$ cat config.mk
export PLATFORM = sky130hd
export DESIGN_NAME = qstc_select
export DESIGN_NICKNAME = d
export VERILOG_FILES = /design/src/rtl/qstc_pkg.sv /design/src/rtl/qstc_select.sv
export SDC_FILE = /design/constraint.sdc
export NUM_CORES = 1
export LEC_CHECK = 0
export BUFFER_PORTS_ARGS = -buffer_cell sky130_fd_sc_hd__buf_2
export CAP_MARGIN = 20
export CORE_MARGIN = 2
export CORE_UTILIZATION = 29
export CTS_BUF_LIST = sky130_fd_sc_hd__clkbuf_4
export CTS_CLUSTER_DIAMETER = 50
export CTS_CLUSTER_SIZE = 8
export DETAILED_ROUTE_END_ITERATION = 16
export PLACE_DENSITY_LB_ADDON = 0.3
export SETUP_SLACK_MARGIN = 0.05
export SKIP_LAST_GASP = 1
export SLEW_MARGIN = 30
export SYNTH_ARGS = -nofsm -noshare
export SYNTH_HDL_FRONTEND = slang
export SYNTH_SLANG_ARGS = --single-unit
export TNS_END_PERCENT = 1
$ cat constraint.sdc
create_clock -name clock -period 37.8 [get_ports clock]
set_input_delay 9.45 -clock clock [delete_from_list [all_inputs] [get_ports clock]]
set_output_delay 9.45 -clock clock [all_outputs]
set_load 0.02 [all_outputs]
$ cat src/rtl/qstc_pkg.sv
// ----------------------------------------------------------------------------
// qstc_pkg
// Shared widths, codes, word types and the square root step for the
// smallest-three quaternion codec.
// ----------------------------------------------------------------------------
package qstc_pkg;

   localparam int COMP_W      = 16;
   localparam int CODE_W      = 10;
   localparam int DROP_W      = 2;
   localparam int VAL_W       = COMP_W + 1;
   localparam int MAG_W       = 15;
   localparam int SQ_W        = 30;
   localparam int RAD_W       = 31;
   localparam int ROOT_W      = 32;
   localparam int ROOT_MAX    = 32767;

   localparam longint unsigned SQRT2_Q16 = 92682;

   localparam int NUM_LANES   = 3;
   localparam int LANE_STAGES = 4;
   localparam int SQRT_STAGES = 8;
   localparam int ST_LANE     = 1;
   localparam int ST_RAD      = ST_LANE + LANE_STAGES;
   localparam int NUM_STAGES  = ST_RAD + SQRT_STAGES + 2;

   localparam logic KIND_ENCODE = 1'b0;
   localparam logic KIND_DECODE = 1'b1;

   localparam logic [DROP_W-1:0] IDX_X = 2'd0;
   localparam logic [DROP_W-1:0] IDX_Y = 2'd1;
   localparam logic [DROP_W-1:0] IDX_Z = 2'd2;
   localparam logic [DROP_W-1:0] IDX_W = 2'd3;

   typedef struct packed {
      logic              kind;
      logic [DROP_W-1:0] dropped;
   } tag_type;

   typedef struct packed {
      logic signed [VAL_W-1:0] val;
      logic [CODE_W-1:0]       code;
   } lane_op_type;

   typedef struct packed {
      logic [CODE_W-1:0]        code;
      logic signed [COMP_W-1:0] v;
      logic [SQ_W-1:0]          sq;
   } lane_res_type;

   typedef struct packed {
      tag_type                             tag;
      logic [NUM_LANES-1:0][COMP_W-1:0]    val;
   } side_type;

   typedef struct packed {
      logic [RAD_W-1:0]  r;
      logic [ROOT_W-1:0] s;
   } sqrt_type;

   typedef struct packed {
      logic [DROP_W-1:0]        dropped_out;
      logic [CODE_W-1:0]        code_out_a;
      logic [CODE_W-1:0]        code_out_b;
      logic [CODE_W-1:0]        code_out_c;
      logic signed [COMP_W-1:0] res_x;
      logic signed [COMP_W-1:0] res_y;
      logic signed [COMP_W-1:0] res_z;
      logic signed [COMP_W-1:0] res_w;
   } rsp_type;

   // one digit of the restoring square root
   function automatic sqrt_type sqrt_step(sqrt_type a, logic [ROOT_W-1:0] b);
      sqrt_type          o;
      logic [ROOT_W-1:0] t;
      t = a.s + b;
      if (ROOT_W'(a.r) >= t) begin
         o.r = RAD_W'(ROOT_W'(a.r) - t);
         o.s = (a.s >> 1) + b;
      end else begin
         o.r = a.r;
         o.s = a.s >> 1;
      end
      return o;
   endfunction

endpackage

$ cat src/rtl/qstc_select.sv
// ----------------------------------------------------------------------------
// qstc_select
// Front stage: finds the largest-magnitude component, flips signs when it is
// negative and routes the three kept components and codes to the lanes.
// ----------------------------------------------------------------------------
module qstc_select import qstc_pkg::*; (
   input  logic                          clock,
   input  logic                          en,
   input  logic                          kind,
   input  logic signed [COMP_W-1:0]      comp_x,
   input  logic signed [COMP_W-1:0]      comp_y,
   input  logic signed [COMP_W-1:0]      comp_z,
   input  logic signed [COMP_W-1:0]      comp_w,
   input  logic [DROP_W-1:0]             dropped_in,
   input  logic [CODE_W-1:0]             code_in_a,
   input  logic [CODE_W-1:0]             code_in_b,
   input  logic [CODE_W-1:0]             code_in_c,
   output tag_type                       tag,
   output lane_op_type [NUM_LANES-1:0]   op
);

   logic signed [VAL_W-1:0]     ext [4];
   logic signed [VAL_W-1:0]     mag [4];
   logic signed [VAL_W-1:0]     best;
   logic [DROP_W-1:0]           big;
   logic                        flip;
   logic [DROP_W-1:0]           src [NUM_LANES];
   logic [CODE_W-1:0]           codes [NUM_LANES];
   tag_type                     tag_in, tag_ff;
   lane_op_type [NUM_LANES-1:0] op_in, op_ff;

   always_comb begin
      ext[0] = VAL_W'(comp_x);
      ext[1] = VAL_W'(comp_y);
      ext[2] = VAL_W'(comp_z);
      ext[3] = VAL_W'(comp_w);
      for (int i = 0; i < 4; i++) begin
         mag[i] = ext[i][VAL_W-1] ? -ext[i] : ext[i];
      end
      // ties keep the earlier component
      best = mag[0];
      big  = IDX_X;
      for (int i = 1; i < 4; i++) begin
         if (mag[i] > best) begin
            best = mag[i];
            big  = DROP_W'(i);
         end
      end
      flip     = ext[big][VAL_W-1];
      codes[0] = code_in_a;
      codes[1] = code_in_b;
      codes[2] = code_in_c;
      for (int j = 0; j < NUM_LANES; j++) begin
         src[j]         = (DROP_W'(j) < big) ? DROP_W'(j) : DROP_W'(j + 1);
         op_in[j].val   = flip ? -ext[src[j]] : ext[src[j]];
         op_in[j].code  = codes[j];
      end
      tag_in.kind    = kind;
      tag_in.dropped = (kind == KIND_ENCODE) ? big : dropped_in;
   end

   always_ff @(posedge clock) begin
      if (en) begin
         tag_ff <= tag_in;
         op_ff  <= op_in;
      end
   end

   assign tag = tag_ff;
   assign op  = op_ff;

endmodule

==> impl_metrics.toml <==
[status]
status = "finished clean"

[critical_path]
crit_type = "in -> reg"
endpoint = "op[24]"
setup.worst_path.end_class = "flip-flop"
crit_path_max_fanout = 34
critPathSlowestCell = "nand2_1"
setup.worst_path.start_class = "input port"
arrival_ns = 20.09
required_ns = 38.01
max_stage_delay_ns = 0.62
startpoint = "comp_y[0]"
crit_path_frequent_cell = "ha_1"

[clocking]
clk_pin_slew_worst_paths_ns = 0.15
cts_resized = 0
clock-sinks = 84
cts_buffer_depth = 2
root_buffer = "clkbuf_4"
post_cts_buffers = 0
htreeDepth = 3
cts_tree = "yes"
cts_hold_buf = 0
numCtsBuffers = 9

[die]
die_h_um = 166
fp.coreArea_um2 = 25800
rows = 59
start_util_pct = 29.3
ioPinCount = 183
die_area_um2 = 27400
die_w_um = 166

[final_layout]
n_fill_cell = 2735
final_common_cell = "buf_2"
instances_no_fill = 1335
drive_gt1_share_pct = 24.8
syn_to_final_growth_pct = 16.5
final_cell_mix = "buf_2, nand2_1, edfxtp_1"
layout.nets = 1149
finish.utilization_pct = 34.2

[pwr]
p_comb_share_pct = 54.6
clkPwrFrac_pct = 11.4
p_seq_share_pct = 34.0
finalPower_uw = 403
p_int_uw = 226
power_switching_share_pct = 44.0
p_leak_nw = 3.72
power_density_nw_per_um2 = 45.7
ir_worst_vdd_v = 0.0000261
switchingPower_uw = 177

[timing]
finalHoldViolations = 0
report.final.slew_viol_count = 0
setup_viol = 0
tns_ns = 0
finalCritPeriodShare_pct = 52.6
slew_headroom_pct = 44.9
worstMarginPinSlew_ns = 0.824
fmax_ghz = 0.0503
fin_crit_ns = 19.88
whs_ns = 9.18
rsz0062_at_grt = "false"

[place]
dp_cells = 1318
place_congestion = 0.913
port_buffers = 182
dpl.hpwl_um = 19300

[detailed_routing]
first_iter_violations = 501
wl_per_cell_um = 17.7
drc_errors = 0
dr_total_vias = 6766
viasPerCell = 5.07
drtPass1Iterations = 5
wl_um = 23600
drtAntennaViolNets = 0

[worst_hold_path]
min_path_type = "in -> reg"

[logic_synthesis]
syn_avg_cell_area_um2 = 9.05
netlist_area_um2 = 7570
seq_area_frac_synth_pct = 33.3
ys_ff_latch = 84
postSynth.asyncResetShare_pct = 0
yosys_warnings = 0
netlist_instances = 837
synth_edf_count = 84
synthFlopType = "edfxtp_1"
synth_cell_types = 71

[grt]
grt_remaining_overflow = 0
antenna_found_initial = 3
grt_pass1_wl_um = 36300
track_usage_pct = 17.2
grt_max_degree = 65
grt_pass1_vias = 6488

[flow_run]
maxCapViolations = 0
[metal layers]
metal,global-route usage [%],vias to the layer above,part of all wire [%]
li1,-,3316,-
met1,22.7,3192,43
met2,29.9,228,49
met3,1.57,28,6.1
met4,4.86,2,1.8
met5,0,-,0.047
[critical path, delay by kind of cell]
| family | cells | cell delay (ns) |
|---|---|---|
| simple gates | 18 | 5.57 |
| fa+ha+maj | 4 | 1.07 |
| xor+xnor | 1 | 0.07 |
| mux | 2 | 0.69 |
| buf+inv | 5 | 0.83 |
| compound gates | 10 | 2.38 |
[cell usage after synthesis (5+ instances only)]
cell / instances / area share (%)
nand2_1: 109 / 5.4
edfxtp_1: 84 / 33
nor2_1: 68 / 3.4
xnor2_1: 61 / 7.1
ha_1: 56 / 9.3
a21oi_1: 55 / 3.6
o21ai_0: 44 / 2.9
xor2_1: 41 / 4.7
inv_1: 37 / 1.8
mux2i_1: 29 / 3.8
clkbuf_1: 23 / 1.1
nand3_1: 21 / 1.4
or3_1: 14 / 1.2
a21o_1: 13 / 1.3
nor3_1: 13 / 0.86
nand4_1: 10 / 0.83
o31ai_1: 10 / 0.99
nand2b_1: 9 / 0.74
nor4_1: 8 / 0.66
a31oi_1: 7 / 0.58
buf_6: 7 / 1.0
mux2_2: 7 / 1.0
a211oi_1: 6 / 0.59
or2_2: 6 / 0.50
buf_2: 5 / 0.33
nor2b_1: 5 / 0.41
[per-stage QoR]
stage	cell area [um2]	worst slack, ns
after floorplan	7590	18.98
after global placement	8700	17.55
after detailed placement	8700	17.59
after CTS	8820	18.04
after global routing	8820	17.00
final	8820	17.92
[registers in the layout, summed over array words and instances, names as in the netlist]
signal / count
op: 81
tag: 3
[final cells by class]
class | count | area (um2) | share of cell area [%]
clock inverter | 6 | 47.5 | 0.539
sequential | 84 | 2520 | 28.6
tap | 335 | 419 | 4.75
antenna | 2 | 5.00 | 0.0567
clock buffer | 9 | 67.6 | 0.766
multi-input combinational | 675 | 4670 | 52.9
timing repair buffer | 187 | 951 | 10.8
inverter | 37 | 139 | 1.57
[worst min-delay path by stage]
stage | slack, ns | start | cells past startpoint | to
2_1_floorplan | 9.55 | code_in_a[0] | 0 | op[0]
3_3_place_gp | 9.63 | code_in_c[2] | 1 | op[56]
3_5_place_dp | 9.63 | code_in_b[0] | 1 | op[27]
4_1_cts | 9.14 | code_in_b[0] | 1 | op[27]
5_1_grt | 9.14 | code_in_a[2] | 1 | op[2]
6_report | 9.18 | code_in_a[7] | 1 | op[7]
[power groups by stage]
| stage | combinational, mW | clock, mW | sequential, mW |
|---|---|---|---|
| final | 0.220 | 0.0460 | 0.137 |
| after global placement | 0.218 | 0 | 0.140 |
| after floorplan | 0.129 | 0 | 0.169 |
| after global routing | 0.244 | 0.0516 | 0.140 |
| after detailed placement | 0.219 | 0 | 0.140 |
| after CTS | 0.220 | 0.0481 | 0.138 |
[kinds of logic (layout without fill, tap and decap cells)]
group / Yosys count / after routing / synth area share (%)
AOI/OAI and AO/OA: 186 / 186 / 16.7
buffers and inverters: 82 / 239 / 5.20
DFF: 84 / 84 / 33.3
adders and majority gates: 56 / 56 / 9.25
other: 2 / 8 / 0.0992
muxes: 36 / 36 / 4.87
and+or+nand+nor: 287 / 287 / 18.4
xor gates and xnor gates: 104 / 104 / 12.2
Note: power is estimated with default switching activity, not from simulation.
