`src/rtl/qstc_pkg.sv`:
```
// ----------------------------------------------------------------------------
// qstc_pkg
// Shared widths, codes, word types and the square root step for the
// smallest-three quaternion codec.
// ----------------------------------------------------------------------------
package qstc_pkg;

   localparam int COMP_W      = 16;
   localparam int CODE_W      = 10;
   localparam int DROP_W      = 2;
   localparam int VAL_W       = COMP_W + 1;
   localparam int MAG_W       = 15;
   localparam int SQ_W        = 30;
   localparam int RAD_W       = 31;
   localparam int ROOT_W      = 32;
   localparam int ROOT_MAX    = 32767;

   localparam longint unsigned SQRT2_Q16 = 92682;

   localparam int NUM_LANES   = 3;
   localparam int LANE_STAGES = 4;
   localparam int SQRT_STAGES = 8;
   localparam int ST_LANE     = 1;
   localparam int ST_RAD      = ST_LANE + LANE_STAGES;
   localparam int NUM_STAGES  = ST_RAD + SQRT_STAGES + 2;

   localparam logic KIND_ENCODE = 1'b0;
   localparam logic KIND_DECODE = 1'b1;

   localparam logic [DROP_W-1:0] IDX_X = 2'd0;
   localparam logic [DROP_W-1:0] IDX_Y = 2'd1;
   localparam logic [DROP_W-1:0] IDX_Z = 2'd2;
   localparam logic [DROP_W-1:0] IDX_W = 2'd3;

   typedef struct packed {
      logic              kind;
      logic [DROP_W-1:0] dropped;
   } tag_type;

   typedef struct packed {
      logic signed [VAL_W-1:0] val;
      logic [CODE_W-1:0]       code;
   } lane_op_type;

   typedef struct packed {
      logic [CODE_W-1:0]        code;
      logic signed [COMP_W-1:0] v;
      logic [SQ_W-1:0]          sq;
   } lane_res_type;

   typedef struct packed {
      tag_type                             tag;
      logic [NUM_LANES-1:0][COMP_W-1:0]    val;
   } side_type;

   typedef struct packed {
      logic [RAD_W-1:0]  r;
      logic [ROOT_W-1:0] s;
   } sqrt_type;

   typedef struct packed {
      logic [DROP_W-1:0]        dropped_out;
      logic [CODE_W-1:0]        code_out_a;
      logic [CODE_W-1:0]        code_out_b;
      logic [CODE_W-1:0]        code_out_c;
      logic signed [COMP_W-1:0] res_x;
      logic signed [COMP_W-1:0] res_y;
      logic signed [COMP_W-1:0] res_z;
      logic signed [COMP_W-1:0] res_w;
   } rsp_type;

   // one digit of the restoring square root
   function automatic sqrt_type sqrt_step(sqrt_type a, logic [ROOT_W-1:0] b);
      sqrt_type          o;
      logic [ROOT_W-1:0] t;
      t = a.s + b;
      if (ROOT_W'(a.r) >= t) begin
         o.r = RAD_W'(ROOT_W'(a.r) - t);
         o.s = (a.s >> 1) + b;
      end else begin
         o.r = a.r;
         o.s = a.s >> 1;
      end
      return o;
   endfunction

endpackage

```
`src/rtl/qstc_sqrt.sv`:
```
// ----------------------------------------------------------------------------
// qstc_sqrt
// Pipelined restoring integer square root, two result bits per stage.
// ----------------------------------------------------------------------------
module qstc_sqrt import qstc_pkg::*; (
   input  logic                   clock,
   input  logic [SQRT_STAGES-1:0] en,
   input  logic [RAD_W-1:0]       rad,
   output sqrt_type               res
);

   sqrt_type st_ff [SQRT_STAGES];

   for (genvar k = 0; k < SQRT_STAGES; k++) begin : g_stage
      localparam logic [ROOT_W-1:0] B_HI = ROOT_W'(1) << (30 - 4 * k);
      localparam logic [ROOT_W-1:0] B_LO = ROOT_W'(1) << (28 - 4 * k);
      sqrt_type prev, mid, nxt;

      if (k == 0) begin : g_first
         assign prev.r = rad;
         assign prev.s = '0;
      end else begin : g_next
         assign prev = st_ff[k-1];
      end

      assign mid = sqrt_step(prev, B_HI);
      assign nxt = sqrt_step(mid, B_LO);

      always_ff @(posedge clock) begin
         if (en[k]) begin
            st_ff[k] <= nxt;
         end
      end
   end

   assign res = st_ff[SQRT_STAGES-1];

endmodule

```
`src/rtl/qstc_merge.sv`:
```
// ----------------------------------------------------------------------------
// qstc_merge
// Combines the lanes: radicand from the three squares, square root of the
// dropped component, and assembly of the result word.
// ----------------------------------------------------------------------------
module qstc_merge import qstc_pkg::*; (
   input  logic                            clock,
   input  logic [NUM_STAGES-ST_RAD-1:0]    en,
   input  tag_type                         tag,
   input  lane_res_type [NUM_LANES-1:0]    lres,
   output rsp_type                         rsp
);

   localparam int SUM_W = SQ_W + 2;
   localparam logic [SUM_W-1:0] RAD_ONE = SUM_W'(1) << 30;

   logic [SUM_W-1:0]  sum;
   logic [RAD_W-1:0]  rad_in, rad_ff;
   side_type          side_in;
   side_type          side_ff [SQRT_STAGES+1];
   side_type          sd;
   sqrt_type          sq_out;
   logic [ROOT_W-1:0] rnd;
   logic [COMP_W-1:0] root;
   rsp_type           out_in, out_ff;

   always_comb begin
      sum    = SUM_W'(lres[0].sq) + SUM_W'(lres[1].sq) + SUM_W'(lres[2].sq);
      rad_in = (sum >= RAD_ONE) ? '0 : RAD_W'(RAD_ONE - sum);
      side_in.tag = tag;
      for (int j = 0; j < NUM_LANES; j++) begin
         side_in.val[j] = (tag.kind == KIND_ENCODE) ? COMP_W'(lres[j].code) : lres[j].v;
      end
   end

   always_ff @(posedge clock) begin
      if (en[0]) begin
         rad_ff     <= rad_in;
         side_ff[0] <= side_in;
      end
   end

   for (genvar k = 1; k <= SQRT_STAGES; k++) begin : g_side
      always_ff @(posedge clock) begin
         if (en[k]) begin
            side_ff[k] <= side_ff[k-1];
         end
      end
   end

   qstc_sqrt u_sqrt (
      .clock (clock),
      .en    (en[SQRT_STAGES:1]),
      .rad   (rad_ff),
      .res   (sq_out)
   );

   always_comb begin
      sd   = side_ff[SQRT_STAGES];
      rnd  = (ROOT_W'(sq_out.r) > sq_out.s) ? sq_out.s + ROOT_W'(1) : sq_out.s;
      root = (rnd > ROOT_W'(ROOT_MAX)) ? COMP_W'(ROOT_MAX) : COMP_W'(rnd);
      out_in = '0;
      if (sd.tag.kind == KIND_ENCODE) begin
         out_in.dropped_out = sd.tag.dropped;
         out_in.code_out_a  = CODE_W'(sd.val[0]);
         out_in.code_out_b  = CODE_W'(sd.val[1]);
         out_in.code_out_c  = CODE_W'(sd.val[2]);
      end else begin
         unique case (sd.tag.dropped)
            IDX_X: begin
               out_in.res_x = root;
               out_in.res_y = sd.val[0];
               out_in.res_z = sd.val[1];
               out_in.res_w = sd.val[2];
            end
            IDX_Y: begin
               out_in.res_x = sd.val[0];
               out_in.res_y = root;
               out_in.res_z = sd.val[1];
               out_in.res_w = sd.val[2];
            end
            IDX_Z: begin
               out_in.res_x = sd.val[0];
               out_in.res_y = sd.val[1];
               out_in.res_z = root;
               out_in.res_w = sd.val[2];
            end
            IDX_W: begin
               out_in.res_x = sd.val[0];
               out_in.res_y = sd.val[1];
               out_in.res_z = sd.val[2];
               out_in.res_w = root;
            end
         endcase
      end
   end

   always_ff @(posedge clock) begin
      if (en[SQRT_STAGES+1]) begin
         out_ff <= out_in;
      end
   end

   assign rsp = out_ff;

endmodule

```
`config.mk`:
```
export PLATFORM = sky130hd
export DESIGN_NAME = qstc_merge
export DESIGN_NICKNAME = d
export VERILOG_FILES = /design/src/rtl/qstc_pkg.sv /design/src/rtl/qstc_sqrt.sv /design/src/rtl/qstc_merge.sv
export SDC_FILE = /design/constraint.sdc
export NUM_CORES = 1
export LEC_CHECK = 0
export ABC_CLOCK_PERIOD_IN_PS = 8600
export BUFFER_PORTS_ARGS = -buffer_cell sky130_fd_sc_hd__buf_2
export CAP_MARGIN = 10
export CORE_MARGIN = 10
export CORE_UTILIZATION = 39
export DETAILED_ROUTE_END_ITERATION = 10
export GPL_TIMING_DRIVEN = 0
export PLACE_DENSITY_LB_ADDON = 0.15
export SYNTH_ARGS = -nofsm -noshare
export SYNTH_HDL_FRONTEND = slang
export SYNTH_SLANG_ARGS = --single-unit
```
`constraint.sdc`:
```
create_clock -name clock -period 8.6 [get_ports clock]
set_input_delay 0.43 -clock clock [delete_from_list [all_inputs] [get_ports clock]]
set_output_delay 0.43 -clock clock [all_outputs]
set_load 0.01 [all_outputs]
```
==> results of run 1 <==
layout make-up:
class,instances,area [µm²],area share
antenna,1,2.50,0.0000486
timing repair buffer,290,1700,0.0331
multi-input combinational,2343,16600,0.322
clock buffer,111,2460,0.0477
inverter,182,683,0.0133
buffer,99,394,0.00765
clock inverter,61,548,0.0106
tap,1512,1890,0.0367
sequential,906,27200,0.528
worst max path at each step:
stage / to / slack, ns / cells after the start
6_report: u_sqrt.st_ff[1][234]$_DFFE_PP_ / 1.10 / 23
5_1_grt: u_sqrt.st_ff[1][234]$_DFFE_PP_ / 0.56 / 23
4_1_cts: u_sqrt.st_ff[1][234]$_DFFE_PP_ / 1.15 / 23
3_5_place_dp: u_sqrt.st_ff[1][234]$_DFFE_PP_ / 1.18 / 23
3_3_place_gp: u_sqrt.st_ff[1][234]$_DFFE_PP_ / 1.12 / 23
2_1_floorplan: u_sqrt.st_ff[1][249]$_DFFE_PP_ / 3.20 / 23
registers in the layout, indices dropped and copies added (netlist names):
name and count:
rad_ff 31, rsp 96, side_ff 459, u_sqrt.st_ff 320
cell usage after synthesis (41+ instances only):
cell	instances
edfxtp_1	906
nor2_1	241
a21oi_1	233
ha_1	203
nand2_1	180
inv_1	176
xnor2_1	160
o21ai_0	148
nor3_1	95
clkbuf_1	84
xor2_1	82
nor2b_1	68
a21o_1	59
nand3_1	59
nor4_1	58
mux2_2	51
nand4_1	47
and3_1	41
worst max-delay path: stages, from the launching register on:
cell	delay, ns
edfxtp_1	0.45
inv_1	0.12
ha_1	0.39
a21oi_1	0.32
o21ai_0	0.20
a31oi_1	0.31
o211a_1	0.25
clkbuf_1	0.51
nand2_1	0.39
inv_1	0.23
clkbuf_1	0.45
o31ai_1	0.24
ha_1	0.31
clkbuf_1	0.33
and3_1	0.29
and4_1	0.30
nand3_1	0.16
nor4_1	0.32
mux2i_1	0.12
a31oi_1	0.46
nor4_4	0.15
inv_2	0.21
clkbuf_1	0.49
a21oi_1	0.19
cells by family (layout without fill, tap and decap cells):
logic type,count (synthesis),in the layout,synth area share
compound gates,784,784,0.115
mux,76,76,0.0185
flops,906,906,0.606
simple gates,1006,1006,0.119
buf+inv,281,743,0.0240
xor+xnor,242,242,0.0472
other cells,0,1,0
fa+ha+maj,235,235,0.0706
through the flow:
stage | util | setup WS [ns] | hold WS [ns]
finish | 0.450 | 1.10 | 0.0578
global placement | 0.421 | 1.12 | 0.401
global route | 0.450 | 0.562 | 0.0302
detailed placement | 0.424 | 1.18 | 0.405
floorplan | - | 3.20 | 0.400
CTS | 0.450 | 1.15 | 0.0136
metal layers:
metal / wire, µm / vias to the layer above
met4: 3250 / 0
li1: - / 14300
met3: 3720 / 170
met5: 0 / -
met1: 48100 / 13700
met2: 53100 / 601
power groups by stage:
stage          clock (µW)  sequential [µW]  combinational [µW]
3_3_place_gp            0             6070                4820
3_5_place_dp            0             6060                4850
5_1_grt              4230             6030                5470
6_report             3940             5970                4880
4_1_cts              4050             5970                4890
2_1_floorplan           0             5930                3670
==> results.py, run 1 <==
metrics = {
    "clock_network": {
        "clock_sinks": 906,
        "ctsResizeCount": 0,
        "numCtsBuffers": 95,
        "htree_num_levels": 3,
        "root_buffer": "clkbuf_16",
        "ctsHoldBuffers": 2,
        "tritoncts": "done",
        "max-clock-path-buffers": 3,
        "cts_setup_buffers": 0,
        "clkTransAtPathRegs_ns": 0.06,
        "clk_latency_ns": 0.67,
    },
    "power_and_ir_drop": {
        "combPwrFrac": 0.330,
        "p_per_area_mw_per_mm2": 287,
        "netSwitchingPower_uw": 4920,
        "p_seq_frac": 0.404,
        "leakage_uw": 0.0192,
        "clkPwrFrac": 0.266,
        "swShare": 0.333,
        "vdd_drop_max_mv": 0.161,
        "p_int_uw": 9860,
        "finalPower_uw": 14800,
    },
    "setup_path": {
        "cp-start-kind": "register",
        "critPathLaunch": "u_sqrt.st_ff[1][139]$_DFFE_PP_",
        "reg2reg_from": "u_sqrt.st_ff[1][139]$_DFFE_PP_",
        "rrSetupSlack_ns": 1.10,
        "end_kind": "register",
        "crit_required_ns": 8.98,
        "reg2reg_depth": 23,
        "critPathMaxFanout": 10,
        "worst_ep_arrival_time_ns": 7.87,
        "rr_endpoint": "u_sqrt.st_ff[1][234]$_DFFE_PP_",
        "path_class": "reg2reg",
    },
    "timing": {
        "slew_headroom": 0.183,
        "fin_crit_ns": 7.50,
        "rsz0062_at_grt": "false",
        "timing.fmax_ghz": 0.133,
        "drv_slew": 0,
        "final-hold-violation-count": 0,
        "worst_pin_slew_ns": 1.21,
        "finClkSkew_ns": 0.0229,
        "post-route-period-util": 0.872,
        "fin_tns_setup_ns": 0,
        "finalSetupViolations": 0,
    },
    "floorplanning": {
        "fp.dieH_um": 359,
        "start_util": 0.393,
        "core_area_mm2": 0.114,
        "pin_count": 278,
        "num_rows": 124,
        "die_w_um": 359,
        "dieArea_mm2": 0.129,
    },
    "finish": {
        "final_common_cell": "edfxtp_1",
        "layout.nets": 4333,
        "stdcell_count": 5505,
        "syn2layout_area_growth_pct": 14.7,
        "drive_gt1_frac": 0.136,
        "fillers": 10500,
        "final_cell_mix": "edfxtp_1 (906), buf_2 (277), nor2_1 (241)",
        "fin_area_mm2": 0.0515,
    },
    "synthesis": {
        "synth-async-reset-ratio": 0,
        "synth_nets": 3946,
        "synth_top_cell_by_area": "edfxtp_1",
        "yosys-top-cells-area": "edfxtp_1 (61%), ha_1 (5.7%), xnor2_1 (3.1%)",
        "synth_area_mm2": 0.0449,
        "synth-seq-area-share": 0.606,
        "ys_seq_elements": 906,
        "avgSynthCellArea_um2": 12.7,
        "dominantRegCellSynth": "edfxtp_1",
        "yosysTopAreaCellShare": 0.606,
        "synth_edf_count": 906,
        "synth.distinct_cells": 91,
        "ys_warn_count": 0,
        "synthCells": 3530,
    },
    "placed_design": {
        "placed_cells": 5330,
        "place_congestion": 0.855,
        "placed_area_mm2": 0.0485,
        "numPortBuffers": 277,
        "dp_hpwl_mm": 83.2,
    },
    "global_route": {
        "antenna_found_initial": 2,
        "gr-usage-met3": 0.0229,
        "grt-ovfl-total": 0,
        "track_usage": 0.162,
        "grt_pass1_vias": 29300,
        "grt_pass1_wl_mm": 169,
        "grt_max_degree": 71,
        "use_met2": 0.282,
        "busiest_layer": "met2",
        "grt_util_met1": 0.207,
    },
    "min_path": {
        "hold_class": "in2reg",
        "hold_start": "lres[41]",
        "whs_path_depth": 2,
        "hold_end": "side_ff[0][11]$_SDFFCE_PN0P_",
    },
    "routing": {
        "routed_wl_mm": 108,
        "vias_per_cell": 5.22,
        "drc": 0,
        "drt_first_iter_violations": 1445,
        "ant_nets": 0,
        "wl_per_cell_um": 19.6,
        "firstDrtPassIters": 6,
        "vias": 28800,
    },
    "status": {
        "status": "completed",
    },
    "run": {
        "maxCapViolCount": 0,
    },
}
Note: power is estimated with default switching activity, not from simulation.
==> run 2, diff against run 1 <==
Settings changed: CORE_ASPECT_RATIO set to 1.75, REMOVE_ABC_BUFFERS set to 1.
==> run 2 against run 1 <==
  * Worst setup slack worse by 0.31 ns
  * Sequential cell count stayed put
  * Power is 1.4% lower
  * Fmax is 3.9% lower
  * Design area is 0.85% lower
  * Clock power is 7.4% lower
  * Largest power group unchanged
==> results.py, run 2 (synthesis results as in run 1) <==
metrics = {
    "floorplanning": {
        "fp.dieH_um": 469,
        "core_area_mm2": 0.114,
        "start_util": 0.393,
        "dieArea_mm2": 0.130,
        "die_w_um": 276,
        "num_rows": 164,
        "pin_count": 278,
    },
    "clock_network": {
        "htree_num_levels": 3,
        "root_buffer": "clkbuf_16",
        "clkTransAtPathRegs_ns": 0.06,
        "clock_sinks": 906,
        "clk_latency_ns": 0.67,
        "max-clock-path-buffers": 3,
        "tritoncts": "done",
        "numCtsBuffers": 83,
    },
    "timing": {
        "fin_tns_setup_ns": 0,
        "rsz0062_at_grt": "false",
        "slew_headroom": 0.139,
        "drv_slew": 0,
        "post-route-period-util": 0.907,
        "worst_pin_slew_ns": 1.28,
        "hold_ws_ns": 0.0623,
        "fin_crit_ns": 7.80,
        "final-hold-violation-count": 0,
        "finClkSkew_ns": 0.0338,
        "finalSetupViolations": 0,
        "timing.fmax_ghz": 0.128,
    },
    "finish": {
        "largest_reg_flops": 459,
        "drive_gt1_frac": 0.135,
        "fin_area_mm2": 0.0511,
        "final_cell_mix": "edfxtp_1 (906), buf_2 (269), nor2_1 (239)",
        "fillers": 10400,
        "regArea_mm2": 0.0272,
        "top_register": "side_ff",
        "multi_input_area_mm2": 0.0166,
        "syn2layout_area_growth_pct": 13.7,
        "final_common_cell": "edfxtp_1",
        "layout.nets": 4244,
    },
    "routing": {
        "ant_nets": 0,
        "firstDrtPassIters": 6,
        "drt_first_iter_violations": 1318,
        "wl_per_cell_um": 19.9,
        "vias_per_cell": 5.27,
        "drc": 0,
        "vias": 28400,
        "routed_wl_mm": 107,
    },
    "power_and_ir_drop": {
        "clkPwrFrac": 0.251,
        "p_seq_frac": 0.410,
        "swShare": 0.334,
        "p_int_uw": 9710,
        "vdd_drop_max_mv": 0.117,
        "netSwitchingPower_uw": 4860,
        "combPwrFrac": 0.339,
        "leakage_uw": 0.0191,
        "finalPower_uw": 14600,
        "p_per_area_mw_per_mm2": 285,
    },
    "global_route": {
        "grt-ovfl-total": 0,
        "antenna_found_initial": 8,
        "grt_pass1_vias": 30200,
        "track_usage": 0.163,
        "grt_pass1_wl_mm": 167,
        "grt_max_degree": 77,
    },
    "setup_path": {
        "cp-start-kind": "register",
        "path_class": "reg2reg",
        "end_kind": "register",
        "critPathLaunch": "u_sqrt.st_ff[0][205]$_DFFE_PP_",
        "worst_ep_arrival_time_ns": 8.22,
        "reg2reg_from": "u_sqrt.st_ff[0][205]$_DFFE_PP_",
        "crit_required_ns": 9.01,
        "critPathMaxFanout": 17,
    },
    "min_path": {
        "hold_class": "in2reg",
        "hold_start": "lres[154]",
    },
    "run": {
        "maxCapViolCount": 0,
    },
    "placed_design": {
        "place_congestion": 0.898,
        "numPortBuffers": 277,
        "placed_area_mm2": 0.0483,
        "dp_hpwl_mm": 84.8,
    },
    "status": {
        "status": "completed",
    },
}
## run 2: cell count changes in the layout (fill, tap and decap cells not counted), moves of 5 or more
cell / previous run / this run
dlygate4sd3_1: 2 / 8
clkinv_2: 18 / 7
buf_2: 277 / 269
buf_6: 0 / 5
clkbuf_16: 96 / 83
clkbuf_1: 99 / 16
## run 2: power by group through the flow
stage | Clock (µW) | Combinational [µW] | Sequential (µW)
finish | 3650 | 4940 | 5980
global route | 3950 | 5480 | 6040
CTS | 3770 | 4950 | 5980
detailed placement | 0 | 4920 | 6070
global placement | 0 | 4850 | 6080
floorplan | 0 | 3610 | 5960
## run 2: per-layer routing
metal | track usage | vias up | share of wire
met5 | 0 | - | 0.00064
li1 | - | 14000 | -
met1 | 0.146 | 13400 | 0.34
met3 | 0.0273 | 258 | 0.038
met4 | 0.103 | 12 | 0.061
met2 | 0.331 | 654 | 0.57
## run 2: critical path, stage by stage (launching register included)
cell	delay [ns]
edfxtp_1	0.36
inv_1	0.07
ha_1	0.36
nor2b_1	0.16
o21ai_0	0.22
a21oi_1	0.18
o31ai_1	1.04
nand3_2	0.57
inv_1	0.61
nand2_1	0.12
o31ai_1	0.13
ha_1	0.38
and4_1	0.26
nor2b_1	0.19
and4_1	0.26
and4b_1	0.21
or3_1	0.41
nor4_4	0.74
clkinv_1	0.72
o21ai_0	0.27
a21bo_2	0.25
## run 2: stage by stage
stage	cells	worst slack, ns	utilization
global placement	5202	-1.32	0.418
CTS	5382	0.155	0.446
finish	5386	0.797	0.447
detailed placement	5226	0.239	0.422
global route	5386	0.368	0.447
floorplan	3431	2.71	-
## run 2: repair_timing
item / in CTS / in global routing
gates resized for setup: 0 / 0
hold buffers: 8 / 0
buffers inserted: 0 / 2
endpoints found under the hold margin: 8 / 0
setup endpoints to repair: 0 / 20
## run 2: cell type report
class | count | area share
antenna | 1 | 0.0000490
clock buffer | 99 | 0.0419
clock inverter | 49 | 0.0105
inverter | 182 | 0.0134
multi-input combinational | 2343 | 0.326
sequential | 906 | 0.533
tap | 1494 | 0.0366
timing repair buffer | 312 | 0.0389
## run 2: final timing paths
check	depth (start not counted)	to	slack, ns
worst max register to register	20	u_sqrt.st_ff[1][54]$_DFFE_PP_	0.80
worst min-delay path	2	side_ff[0][44]$_SDFFCE_PN0P_	0.06
worst max-delay path	20	u_sqrt.st_ff[1][54]$_DFFE_PP_	0.80
worst min register to register	0	side_ff[0][125]$_DFFE_PP_	0.40
==> run 3, diff against run 2 <==
Settings changed: CTS_BUF_LIST set to sky130_fd_sc_hd__clkbuf_4 sky130_fd_sc_hd__clkbuf_8 sky130_fd_sc_hd__clkbuf_16.
==> run 3 against run 2 <==
  * Clock skew hardly changed
  * Global-route usage is the same
  * Wire length about the same
  * Cell count did not move
  * Largest power group unchanged
  * Worst hold slack worse by 0.0025 ns
  * Register-to-register slack barely moved
  * Via count about the same
  * Sequential power barely moved
==> results.py, run 3 (synthesis results as in run 1) <==
metrics = {
    "floorplanning": {
        "num_rows": 164,
        "start_util": 0.393,
        "dieArea_mm2": 0.130,
        "die_w_um": 276,
        "fp.dieH_um": 469,
        "pin_count": 278,
        "core_area_mm2": 0.114,
    },
    "finish": {
        "top_register": "side_ff",
        "final_common_cell": "edfxtp_1",
        "layout.nets": 4244,
        "fillers": 10400,
        "drive_gt1_frac": 0.139,
        "final_cell_mix": "edfxtp_1 (906), buf_2 (269), nor2_1 (239)",
        "largest_reg_flops": 459,
        "syn2layout_area_growth_pct": 13.9,
        "final_core_util": 0.447,
    },
    "setup_path": {
        "worst_ep_arrival_time_ns": 8.22,
        "critPathMaxFanout": 17,
        "end_kind": "register",
        "crit_required_ns": 9.01,
        "path_class": "reg2reg",
        "cp-start-kind": "register",
    },
    "power_and_ir_drop": {
        "vdd_drop_max_mv": 0.117,
        "p_per_area_mw_per_mm2": 286,
        "leakage_uw": 0.0191,
        "finalPower_uw": 14600,
    },
    "timing": {
        "fin_crit_ns": 7.80,
        "worst_pin_slew_ns": 1.28,
        "finalSetupViolations": 0,
        "rsz0062_at_grt": "false",
        "finClkSkew_ns": 0.0338,
        "final-hold-violation-count": 0,
        "slew_headroom": 0.139,
        "timing.fmax_ghz": 0.128,
        "post-route-period-util": 0.907,
        "drv_slew": 0,
    },
    "routing": {
        "firstDrtPassIters": 5,
        "vias": 28400,
        "vias_per_cell": 5.27,
        "drc": 0,
        "routed_wl_mm": 107,
        "drt_first_iter_violations": 1337,
        "wl_per_cell_um": 19.9,
        "ant_nets": 0,
    },
    "global_route": {
        "track_usage": 0.163,
        "grt_pass1_wl_mm": 167,
        "grt_util_met1": 0.146,
        "antenna_found_initial": 8,
        "grt-ovfl-total": 0,
        "busiest_layer": "met2",
        "grt_max_degree": 77,
        "gr-usage-met3": 0.0273,
        "use_met2": 0.331,
        "grt_pass1_vias": 30200,
    },
    "clock_network": {
        "clk_latency_ns": 0.67,
        "ctsResizeCount": 0,
        "clock_sinks": 906,
        "max-clock-path-buffers": 3,
        "numCtsBuffers": 83,
        "root_buffer": "clkbuf_16",
        "tritoncts": "done",
        "htree_num_levels": 3,
        "clkTransAtPathRegs_ns": 0.06,
    },
    "placed_design": {
        "dp_hpwl_mm": 84.8,
        "numPortBuffers": 277,
        "place_congestion": 0.898,
    },
    "status": {
        "status": "completed",
    },
    "min_path": {
        "hold_class": "in2reg",
    },
    "run": {
        "maxCapViolCount": 0,
    },
}
==> run 3: cell count changes in the layout (fill, tap and decap cells not counted) <==
cell      delta
clkbuf_1    -16
clkbuf_4    +16
==> run 3: final timing paths <==
check	endpoint	depth (start not counted)	slack [ns]	start
setup / recovery	u_sqrt.st_ff[1][54]$_DFFE_PP_	20	0.80	u_sqrt.st_ff[0][205]$_DFFE_PP_
hold / removal	side_ff[0][46]$_SDFFCE_PN0P_	2	0.06	lres[156]
setup reg to reg	u_sqrt.st_ff[1][54]$_DFFE_PP_	20	0.80	u_sqrt.st_ff[0][205]$_DFFE_PP_
hold reg to reg	side_ff[0][125]$_DFFE_PP_	0	0.40	side_ff[0][74]$_DFFE_PP_
==> run 3: repair_timing <==
item,4_1_cts,5_1_grt
buffers inserted,0,2
endpoints found under the hold margin,8,0
endpoints found under the setup margin,0,20
hold buffers,8,0
==> run 3: power by group <==
group          total [µW]  internal [µW]  leakage [µW]  switching (µW)
combinational        4940           2010       0.00893            2930
sequential           5980           5640       0.00883             339
clock                3710           2110       0.00134            1600
==> run 3: through the flow <==
stage	instances	setup slack [ns]	area, µm²	setup TNS, ns	hold WS (ns)
after floorplan	3431	2.71	44500	0	0.400
after global placement	5202	-1.32	47700	-31.45	0.400
after detailed placement	5226	0.239	48300	0	0.405
after CTS	5382	0.155	51100	0	0.000158
after global routing	5386	0.368	51100	0	0.0246
final	5386	0.796	51100	0	0.0597
==> run 3: per-layer routing <==
layer / wire, µm / vias to the layer above
li1: - / 14000
met1: 35900 / 13400
met2: 60700 / 666
met3: 4170 / 256
met4: 6500 / 12
met5: 69 / -
==> run 3: area by class of cell <==
cell class,count,area [µm²],share of cell area
Antenna cell,1,2.50,0.0000490
Clock buffer,99,2200,0.0430
Clock inverter,49,536,0.0105
Inverter,182,683,0.0134
Multi-Input combinational cell,2343,16600,0.325
Sequential cell,906,27200,0.532
Tap cell,1494,1870,0.0366
Timing Repair Buffer,312,1990,0.0389
==> run 3: critical path: stages, from the launching register on <==
cell and delay, ns:
edfxtp_1 0.36, inv_1 0.07, ha_1 0.36, nor2b_1 0.16, o21ai_0 0.22, a21oi_1 0.18, o31ai_1 1.04, nand3_2 0.57
inv_1 0.61, nand2_1 0.12, o31ai_1 0.13, ha_1 0.38, and4_1 0.26, nor2b_1 0.19, and4_1 0.26, and4b_1 0.21
or3_1 0.41, nor4_4 0.74, clkinv_1 0.72, o21ai_0 0.27, a21bo_2 0.25
